## src/asd_pkg.sv

```systemverilog
`timescale 1ns / 1ps
`default_nettype none

package asd_pkg;

   typedef enum logic [1:0] {
      ST_OK         = 2'd0,
      ST_BAD_HEADER = 2'd1,
      ST_BAD_MAGIC  = 2'd2,
      ST_TRUNCATED  = 2'd3
   } status_type;

   typedef struct packed {
      logic [7:0] data_byte;
      logic       starts_file;
      logic       ends_file;
   } req_type;

   typedef struct packed {
      logic [7:0]  frame_byte;
      logic        frame_start;
      logic        frame_end;
      logic [3:0]  frame_type;
      logic        wideband;
      logic [31:0] time_ms;
      logic [1:0]  status;
   } rsp_type;

   // classified byte handed from the parser to the output side
   typedef struct packed {
      logic [7:0] data_byte;
      logic       frame_start;
      logic       frame_end;
      logic [3:0] frame_type;
      logic       wideband;
      logic       stamped;
      logic       restart;
      status_type status;
   } rec_type;

   localparam int MagicLen = 9;
   localparam logic [3:0] NbMagicSplit = 4'd5;
   localparam logic [3:0] WbMagicLast  = 4'd8;

   localparam logic [7:0] MAGIC_TEXT [MagicLen] = '{
      8'h23, 8'h21, 8'h41, 8'h4d, 8'h52, 8'h2d, 8'h57, 8'h42, 8'h0a
   };
   localparam logic [7:0] CHAR_NEWLINE = 8'h0a;
   localparam logic [7:0] CHAR_DASH    = 8'h2d;

   localparam logic [8:0] NB_BITS [8] = '{
      9'd95, 9'd103, 9'd118, 9'd134, 9'd148, 9'd159, 9'd204, 9'd244
   };
   localparam logic [8:0] WB_BITS [9] = '{
      9'd132, 9'd177, 9'd253, 9'd285, 9'd317, 9'd365, 9'd397, 9'd461, 9'd477
   };

   localparam logic [7:0]  HDR_PAD_MASK = 8'h83;
   localparam logic [3:0]  MAX_NB_TYPE  = 4'd7;
   localparam logic [3:0]  MAX_WB_TYPE  = 4'd8;
   localparam logic [31:0] FRAME_MS     = 32'd20;

   function automatic logic [7:0] magic_char(input logic [3:0] pos);
      logic [7:0] ch;
      ch = 8'h00;
      if (pos < 4'(MagicLen)) begin
         ch = MAGIC_TEXT[pos];
      end
      return ch;
   endfunction

   // bytes after the header: ceil(bits / 8)
   function automatic logic [5:0] body_len(input logic wb, input logic [3:0] ft);
      logic [8:0] bits;
      logic [9:0] sum;
      bits = 9'd0;
      if (wb) begin
         if (ft <= MAX_WB_TYPE) begin
            bits = WB_BITS[ft];
         end
      end else begin
         bits = NB_BITS[ft[2:0]];
      end
      sum = {1'b0, bits} + 10'd7;
      return sum[8:3];
   endfunction

endpackage

`default_nettype wire

```

## src/asd_front.sv

```systemverilog
`timescale 1ns / 1ps
`default_nettype none

module asd_front (
   input  logic            clock,
   input  logic            reset,
   input  logic            req_valid,
   output logic            req_ready,
   input  asd_pkg::req_type req_payload,
   input  logic            queue_full,
   output logic            push,
   output asd_pkg::rec_type push_rec
);
   import asd_pkg::*;

   typedef enum logic [6:0] {
      PH_MAGIC   = 7'b0000001,
      PH_HEADER  = 7'b0000010,
      PH_BODY    = 7'b0000100,
      PH_DONE    = 7'b0001000,
      PH_ERR_HDR = 7'b0010000,
      PH_ERR_MAG = 7'b0100000,
      PH_ERR_TRN = 7'b1000000
   } phase_type;

   phase_type  phase_ff, phase_in, phase_e;
   logic [3:0] pos_ff, pos_in, pos_e;
   logic       wb_ff, wb_in, wb_e;
   logic [5:0] left_ff, left_in, left_e, left_dec;
   logic [3:0] type_ff, type_in, type_e;
   logic       pend_ff, pend_in, restart_e;
   logic       accept, emit, ok, done, done_wb, bad_hdr;
   logic [7:0] b;
   logic [3:0] ft;
   rec_type    rec;

   assign req_ready = !queue_full;
   assign accept    = req_valid && req_ready;
   assign b         = req_payload.data_byte;
   assign ft        = b[6:3];

   // a file start wipes the parser before the byte is looked at
   always_comb begin
      phase_e   = req_payload.starts_file ? PH_MAGIC : phase_ff;
      pos_e     = req_payload.starts_file ? 4'd0 : pos_ff;
      wb_e      = req_payload.starts_file ? 1'b0 : wb_ff;
      left_e    = req_payload.starts_file ? 6'd0 : left_ff;
      type_e    = req_payload.starts_file ? 4'd0 : type_ff;
      restart_e = req_payload.starts_file | pend_ff;
   end

   always_comb begin
      phase_in = phase_e;
      pos_in   = pos_e;
      wb_in    = wb_e;
      left_in  = left_e;
      type_in  = type_e;
      emit     = 1'b0;
      ok       = 1'b0;
      done     = 1'b0;
      done_wb  = 1'b0;
      left_dec = left_e - 6'd1;
      bad_hdr  = ((b & HDR_PAD_MASK) != 8'h00) || (ft > MAX_WB_TYPE) ||
                 (!wb_e && (ft > MAX_NB_TYPE));
      rec      = '0;
      rec.data_byte = b;
      rec.status    = ST_OK;
      unique case (phase_e)
         PH_MAGIC: begin
            if (pos_e == NbMagicSplit) begin
               if (b == CHAR_NEWLINE) begin
                  ok   = 1'b1;
                  done = 1'b1;
               end else begin
                  ok = (b == CHAR_DASH);
               end
            end else if (pos_e < 4'(MagicLen)) begin
               ok = (b == magic_char(pos_e));
               if (ok && pos_e == WbMagicLast) begin
                  done    = 1'b1;
                  done_wb = 1'b1;
               end
            end
            if (!ok || (req_payload.ends_file && !done)) begin
               phase_in   = PH_ERR_MAG;
               emit       = 1'b1;
               rec.status = ST_BAD_MAGIC;
            end else if (done) begin
               wb_in    = done_wb;
               phase_in = req_payload.ends_file ? PH_DONE : PH_HEADER;
            end else begin
               pos_in = pos_e + 4'd1;
            end
         end
         PH_HEADER: begin
            emit = 1'b1;
            if (bad_hdr) begin
               phase_in   = PH_ERR_HDR;
               rec.status = ST_BAD_HEADER;
            end else begin
               type_in         = ft;
               left_in         = body_len(wb_e, ft);
               rec.frame_start = 1'b1;
               rec.frame_type  = ft;
               rec.wideband    = wb_e;
               rec.stamped     = 1'b1;
               if (req_payload.ends_file) begin
                  phase_in   = PH_ERR_TRN;
                  rec.status = ST_TRUNCATED;
               end else begin
                  phase_in = PH_BODY;
               end
            end
         end
         PH_BODY: begin
            emit           = 1'b1;
            left_in        = left_dec;
            rec.frame_type = type_e;
            rec.wideband   = wb_e;
            rec.stamped    = 1'b1;
            if (left_dec == 6'd0) begin
               rec.frame_end = 1'b1;
               phase_in      = req_payload.ends_file ? PH_DONE : PH_HEADER;
            end else if (req_payload.ends_file) begin
               rec.status = ST_TRUNCATED;
               phase_in   = PH_ERR_TRN;
            end
         end
         PH_ERR_HDR: begin
            emit          = 1'b1;
            rec.data_byte = 8'h00;
            rec.status    = ST_BAD_HEADER;
         end
         PH_ERR_MAG: begin
            emit          = 1'b1;
            rec.data_byte = 8'h00;
            rec.status    = ST_BAD_MAGIC;
         end
         PH_ERR_TRN: begin
            emit          = 1'b1;
            rec.data_byte = 8'h00;
            rec.status    = ST_TRUNCATED;
         end
         default: begin
            emit = 1'b0;
         end
      endcase
      rec.restart = restart_e;
      // the time base restart rides on the next request that makes output
      pend_in     = emit ? 1'b0 : restart_e;
   end

   assign push     = accept && emit;
   assign push_rec = rec;

   always_ff @(posedge clock) begin
      if (reset) begin
         phase_ff <= PH_MAGIC;
         pos_ff   <= 4'd0;
         wb_ff    <= 1'b0;
         left_ff  <= 6'd0;
         type_ff  <= 4'd0;
         pend_ff  <= 1'b0;
      end else if (accept) begin
         phase_ff <= phase_in;
         pos_ff   <= pos_in;
         wb_ff    <= wb_in;
         left_ff  <= left_in;
         type_ff  <= type_in;
         pend_ff  <= pend_in;
      end
   end

   a_err_sticky: assert property (@(posedge clock) disable iff (reset)
      accept && !req_payload.starts_file &&
      (phase_ff == PH_ERR_HDR || phase_ff == PH_ERR_MAG || phase_ff == PH_ERR_TRN)
      |-> push && push_rec.status != ST_OK)
      else $error("error phase request made no output");

endmodule

`default_nettype wire

```

## src/asd_fifo.sv

```systemverilog
`timescale 1ns / 1ps
`default_nettype none

module asd_fifo #(
   parameter int DEPTH = 2
) (
   input  logic             clock,
   input  logic             reset,
   input  logic             push,
   input  asd_pkg::rec_type push_rec,
   output logic             full,
   input  logic             pop,
   output logic             not_empty,
   output asd_pkg::rec_type pop_rec
);
   import asd_pkg::*;

   localparam int PtrW = (DEPTH > 1) ? $clog2(DEPTH) : 1;
   localparam int CntW = $clog2(DEPTH + 1);

   rec_type              entries_ff [DEPTH];
   logic [PtrW-1:0]      wr_ptr_ff, wr_ptr_in, rd_ptr_ff, rd_ptr_in;
   logic [CntW-1:0]      count_ff, count_in;

   assign full      = (count_ff == CntW'(DEPTH));
   assign not_empty = (count_ff != '0);
   assign pop_rec   = entries_ff[rd_ptr_ff];

   always_comb begin
      wr_ptr_in = wr_ptr_ff;
      rd_ptr_in = rd_ptr_ff;
      count_in  = count_ff;
      if (push) begin
         wr_ptr_in = (wr_ptr_ff == PtrW'(DEPTH - 1)) ? '0 : wr_ptr_ff + 1'b1;
      end
      if (pop) begin
         rd_ptr_in = (rd_ptr_ff == PtrW'(DEPTH - 1)) ? '0 : rd_ptr_ff + 1'b1;
      end
      if (push && !pop) begin
         count_in = count_ff + 1'b1;
      end else if (pop && !push) begin
         count_in = count_ff - 1'b1;
      end
   end

   always_ff @(posedge clock) begin
      if (push) begin
         entries_ff[wr_ptr_ff] <= push_rec;
      end
   end

   always_ff @(posedge clock) begin
      if (reset) begin
         wr_ptr_ff <= '0;
         rd_ptr_ff <= '0;
         count_ff  <= '0;
      end else begin
         wr_ptr_ff <= wr_ptr_in;
         rd_ptr_ff <= rd_ptr_in;
         count_ff  <= count_in;
      end
   end

   a_no_overflow: assert property (@(posedge clock) disable iff (reset)
      !(push && full))
      else $error("push into full queue");

   a_no_underflow: assert property (@(posedge clock) disable iff (reset)
      !(pop && !not_empty))
      else $error("pop from empty queue");

endmodule

`default_nettype wire

```

## src/asd_back.sv

```systemverilog
`timescale 1ns / 1ps
`default_nettype none

module asd_back (
   input  logic             clock,
   input  logic             reset,
   input  logic             queue_valid,
   input  asd_pkg::rec_type queue_rec,
   output logic             queue_pop,
   output logic             rsp_valid,
   input  logic             rsp_ready,
   output asd_pkg::rsp_type rsp_payload
);
   import asd_pkg::*;

   logic        rsp_valid_ff, rsp_valid_in;
   rsp_type     rsp_ff, rsp_in;
   logic [31:0] time_ff, time_in, base;

   assign queue_pop = queue_valid && (!rsp_valid_ff || rsp_ready);
   assign base      = queue_rec.restart ? 32'd0 : time_ff;

   always_comb begin
      rsp_in             = rsp_ff;
      time_in            = time_ff;
      rsp_valid_in       = rsp_valid_ff && !rsp_ready;
      if (queue_pop) begin
         rsp_valid_in       = 1'b1;
         rsp_in.frame_byte  = queue_rec.data_byte;
         rsp_in.frame_start = queue_rec.frame_start;
         rsp_in.frame_end   = queue_rec.frame_end;
         rsp_in.frame_type  = queue_rec.frame_type;
         rsp_in.wideband    = queue_rec.wideband;
         rsp_in.time_ms     = queue_rec.stamped ? base : 32'd0;
         rsp_in.status      = queue_rec.status;
         // stamp advances once the closing byte of a frame is out
         time_in            = queue_rec.frame_end ? base + FRAME_MS : base;
      end
   end

   always_ff @(posedge clock) begin
      rsp_ff <= rsp_in;
   end

   always_ff @(posedge clock) begin
      if (reset) begin
         rsp_valid_ff <= 1'b0;
         time_ff      <= 32'd0;
      end else begin
         rsp_valid_ff <= rsp_valid_in;
         time_ff      <= time_in;
      end
   end

   assign rsp_valid   = rsp_valid_ff;
   assign rsp_payload = rsp_ff;

   a_error_unstamped: assert property (@(posedge clock) disable iff (reset)
      queue_pop && !queue_rec.stamped
      |=> rsp_payload.time_ms == 32'd0 && rsp_payload.status != ST_OK)
      else $error("error output carries a time stamp");

   a_time_step: assert property (@(posedge clock) disable iff (reset)
      queue_pop && queue_rec.frame_end && !queue_rec.restart
      |=> time_ff == $past(time_ff) + FRAME_MS)
      else $error("time base did not advance by one frame");

endmodule

`default_nettype wire

```

## src/amr_storage_deframer_top.sv

```systemverilog
`timescale 1ns / 1ps
`default_nettype none

// channel   direction  handshake              payload
// req_      in         req_valid/req_ready    req_payload (data_byte, starts_file, ends_file)
// rsp_      out        rsp_valid/rsp_ready    rsp_payload (frame byte, marks, type, time, status)
//
// one request per cycle sustained while the queue is not full; the parser classifies a
// request as it is accepted and writes any output into the queue, the output register
// takes it from the queue when free, so rsp_valid rises after the queue and that register.
// the parser state advances once per accepted request, so that sets the rate.
// reset clears the parser, the queue and the time base; no clearing pass.
// a stalled rsp_ side fills the QUEUE_DEPTH-entry queue, then req_ready drops.
module amr_storage_deframer_top #(
   parameter int QUEUE_DEPTH = 2
) (
   input  logic             clock,
   input  logic             reset,
   input  logic             req_valid,
   output logic             req_ready,
   input  asd_pkg::req_type req_payload,
   output logic             rsp_valid,
   input  logic             rsp_ready,
   output asd_pkg::rsp_type rsp_payload
);
   import asd_pkg::*;

   logic    push, full, pop, not_empty;
   rec_type push_rec, pop_rec;

   asd_front u_front (
      .clock       (clock),
      .reset       (reset),
      .req_valid   (req_valid),
      .req_ready   (req_ready),
      .req_payload (req_payload),
      .queue_full  (full),
      .push        (push),
      .push_rec    (push_rec)
   );

   asd_fifo #(
      .DEPTH (QUEUE_DEPTH)
   ) u_fifo (
      .clock     (clock),
      .reset     (reset),
      .push      (push),
      .push_rec  (push_rec),
      .full      (full),
      .pop       (pop),
      .not_empty (not_empty),
      .pop_rec   (pop_rec)
   );

   asd_back u_back (
      .clock       (clock),
      .reset       (reset),
      .queue_valid (not_empty),
      .queue_rec   (pop_rec),
      .queue_pop   (pop),
      .rsp_valid   (rsp_valid),
      .rsp_ready   (rsp_ready),
      .rsp_payload (rsp_payload)
   );

endmodule

`default_nettype wire
```

## config.mk

```make
export PLATFORM = sky130hd
export DESIGN_NAME = amr_storage_deframer_top
export DESIGN_NICKNAME = d
export VERILOG_FILES = /design/src/asd_pkg.sv /design/src/asd_front.sv /design/src/asd_fifo.sv /design/src/asd_back.sv /design/src/amr_storage_deframer_top.sv
export SDC_FILE = /design/constraint.sdc
export NUM_CORES = 1
export LEC_CHECK = 0
export ABC_AREA = 0
export ABC_CLOCK_PERIOD_IN_PS = 11500
export BUFFER_PORTS_ARGS = -buffer_cell sky130_fd_sc_hd__buf_2
export CAP_MARGIN = 20
export CELL_PAD_IN_SITES_DETAIL_PLACEMENT = 0
export CELL_PAD_IN_SITES_GLOBAL_PLACEMENT = 1
export CORE_MARGIN = 2
export CORE_UTILIZATION = 30
export DETAILED_ROUTE_END_ITERATION = 6
export GPL_TIMING_DRIVEN = 1
export PLACE_DENSITY_LB_ADDON = 0.25
export SYNTH_ARGS = -nofsm -noshare
export SYNTH_HDL_FRONTEND = slang
export SYNTH_SLANG_ARGS = --single-unit
```

## constraint.sdc

```tcl
create_clock -name clock -period 11.5 [get_ports clock]
set_input_delay 0.575 -clock clock [delete_from_list [all_inputs] [get_ports clock]]
set_output_delay 0.575 -clock clock [all_outputs]
set_load 0.05 [all_outputs]
```

==> reports/qor.yml <==
tightest_slew_ns: 1.01
dp_slack_ns: 6.88
vias: 5468
max_freq_mhz: 254
syn_area_per_cell_um2: 10.2
place_congestion: 0.821
crit_type: "primary input to flip-flop"
clock_skew_ns: 0.00948
utilization: 0.358
r2r_slack_ns: 7.72
synthAdderAreaFrac: 0.0155
crit_fanout: 30
synth_warnings: 0
insertion_delay_ns: 0.42
first_global_vias: 5330
num_rows: 56
grt_pass1_wl_um: 28000
dr.pass1.iters: 5
cts_buffers: 17
wl_um: 16900
initial_core_util: 0.308
synthDistinctLibCells: 77
drtAntennaViolNets: 0
ctsResizeCount: 0
status: "complete, no violations"
grt-ovfl-total: 0
routedWlPerCell_um: 15.4
layout-drive-gt1-share: 0.178
min_path_cells: 3
antenna_found_initial: 0
yosys-top-cells-count: "87 x edfxtp_1, 78 x nor2_1, 75 x nand2_1"
dp_hpwl_um: 11100
ff2ff_path_depth: 10
min_period_ns: 3.94
synthMuxAreaShare: 0.0427
die_y_um: 160
min_to: "u_back.rsp_valid"
core_um2: 23600
hold_viol: 0
synthArstFlopShare: 0
hp-start: "rsp_ready"
syn_nets: 736
yosysSeqAreaShare: 0.528
area_growth_pct: 16.2
antenna_cells: 0
hold_buffers: 0
synth_top_family_by_area: "simple AND/OR/NAND/NOR gates"
synthCells: 713
drc: 0
period_share: 0.342
synthSimpleGateAreaFrac: 0.214
gr-usage-met3: 0.0245
dp_cells: 1062
worstPathRequired_ns: 11.63
grt_max_degree: 69
yosysMostFrequentCell: "edfxtp_1"
h-tree-depth: 4
slew_headroom: 0.310
n_fill_cell: 2355
yosys.area_share.xor_xnor: 0.0374
synth-edff-count: 87
clkSinkCount: 148
setup-violations-final: 0
hold_path_class: "primary input to flip-flop"
layout_setup_ws_ns: 7.56
cts_tree: "done"
synth_area_leaders: "edfxtp_1 36%, dfxtp_1 17%, nor2_1 4.0%, nand2_1 3.9%, and2_1 2.9%"
via_per_inst: 4.99
clk_pin_slew_ns: 0.06
track_usage: 0.137
synth-seq-cells: 148
die-width_um: 160
drtIter0Drc: 341
grtUsageMet2: 0.221
cts-root-buf: "clkbuf_16"
io_buffers: 64
cts_buffer_depth: 2
grt_use_met1: 0.181
grt-busiest-layer: "met2"
power_mw: 1.90
r2r_end: "u_back.time_ff[24]"
synth-compound-area-share: 0.131
startpoint_type: "primary input"
power_leakage_nw: 3.03
tns_ns: 0
syn_area_um2: 7260
yosys.area.top_type: "edfxtp_1"
synth_top_area_frac: 0.360
io_pins: 65
cap_violations: 0
critPathCaptureType: "flip-flop"
synth_flop_cell: "edfxtp_1"
power_density_nw_per_um2: 226
slew_viol_final: 0
die_area_um2: 25500
ir_drop_uv: 86.2
finalNonFillerCells: 1095
rsz0062_at_grt: "no"
nets: 786
cp_data_arrival_time_ns: 4.06
postCtsSetupRepairBufs: 0
[routing by layer]
metal	vias up	wire length (um)
met5	-	0
met2	138	7990
met1	2618	7760
met4	0	383
met3	24	742
li1	2688	-
[sequential cells by signal, summed over array words and instances (netlist names), 2 cells and up, named ones only]
| register | cells |
|---|---|
| u_front.type_ff | 4 |
| u_fifo.count_ff | 2 |
| u_front.pos_ff | 4 |
| u_back.time_ff | 32 |
| u_back.rsp_payload | 49 |
| u_fifo.entries_ff | 38 |
| u_front.phase_ff | 7 |
| u_front.left_ff | 6 |
[final cells by class]
cell class	instances	area, um2	share of cell area
well taps	319	399	0.0473
multi-input cells	509	3200	0.379
inverters	15	56.3	0.00667
clock inverters	15	144	0.0170
repair buffers	72	388	0.0459
clock buffers	17	425	0.0504
flip-flops and latches	148	3830	0.454
[power by group]
part	internal, mW	switching (mW)
clock	0.304	0.237
combinational	0.138	0.485
sequential	0.703	0.0375
[cell families after synthesis]
logic type / count (synthesis)
AND/OR/NAND/NOR: 299
flip-flops: 148
AO/OA/AOI/OAI: 143
adder cells (fa/ha/maj): 9
XOR/XNOR: 31
buffers and inverters: 56
multiplexers: 27
[placed cells by master (no fill, tap or decap), types with 7 or more instances in the layout]
cell type	count
nand3_1	11
mux2_2	18
xor2_1	11
nand2_1	75
a22oi_1	8
inv_1	13
buf_2	64
a21oi_1	39
nor2b_1	14
nand2b_1	9
nor3_1	18
ha_1	9
xnor2_1	20
buf_4	7
dfxtp_1	61
and2_1	34
clkbuf_16	17
o21ai_0	31
nor2_1	78
edfxtp_1	87
mux2i_1	7
[worst max-delay path, cell delays in order]
cell	delay [ns]
buf_2	0.44
inv_1	0.40
nand2_1	0.22
ha_1	0.27
a21o_1	0.19
a21oi_1	0.14
o31a_1	0.17
and4bb_2	0.28
a211oi_1	0.34
o41a_1	0.35
and2_1	0.43
buf_8	0.22
[through the flow]
stage | hold slack (ns) | cell area [um2]
floorplan | 0.454 | 7260
global placement | 0.476 | 7860
global route | 0.504 | 8440
CTS | 0.475 | 8430
finish | 0.466 | 8440
detailed placement | 0.480 | 7860
[worst max-delay path by stage]
stage	start	endpoint	depth (start not counted)
floorplan	req_payload[1]	u_fifo.entries_ff[0][0]	12
global placement	req_payload[1]	u_fifo.entries_ff[1][16]	11
detailed placement	req_payload[1]	u_fifo.entries_ff[1][16]	11
CTS	req_payload[1]	u_fifo.entries_ff[1][7]	11
global route	req_payload[1]	u_fifo.entries_ff[1][15]	12
finish	req_payload[1]	u_fifo.entries_ff[1][5]	12
(Power assumes the default switching activity.)
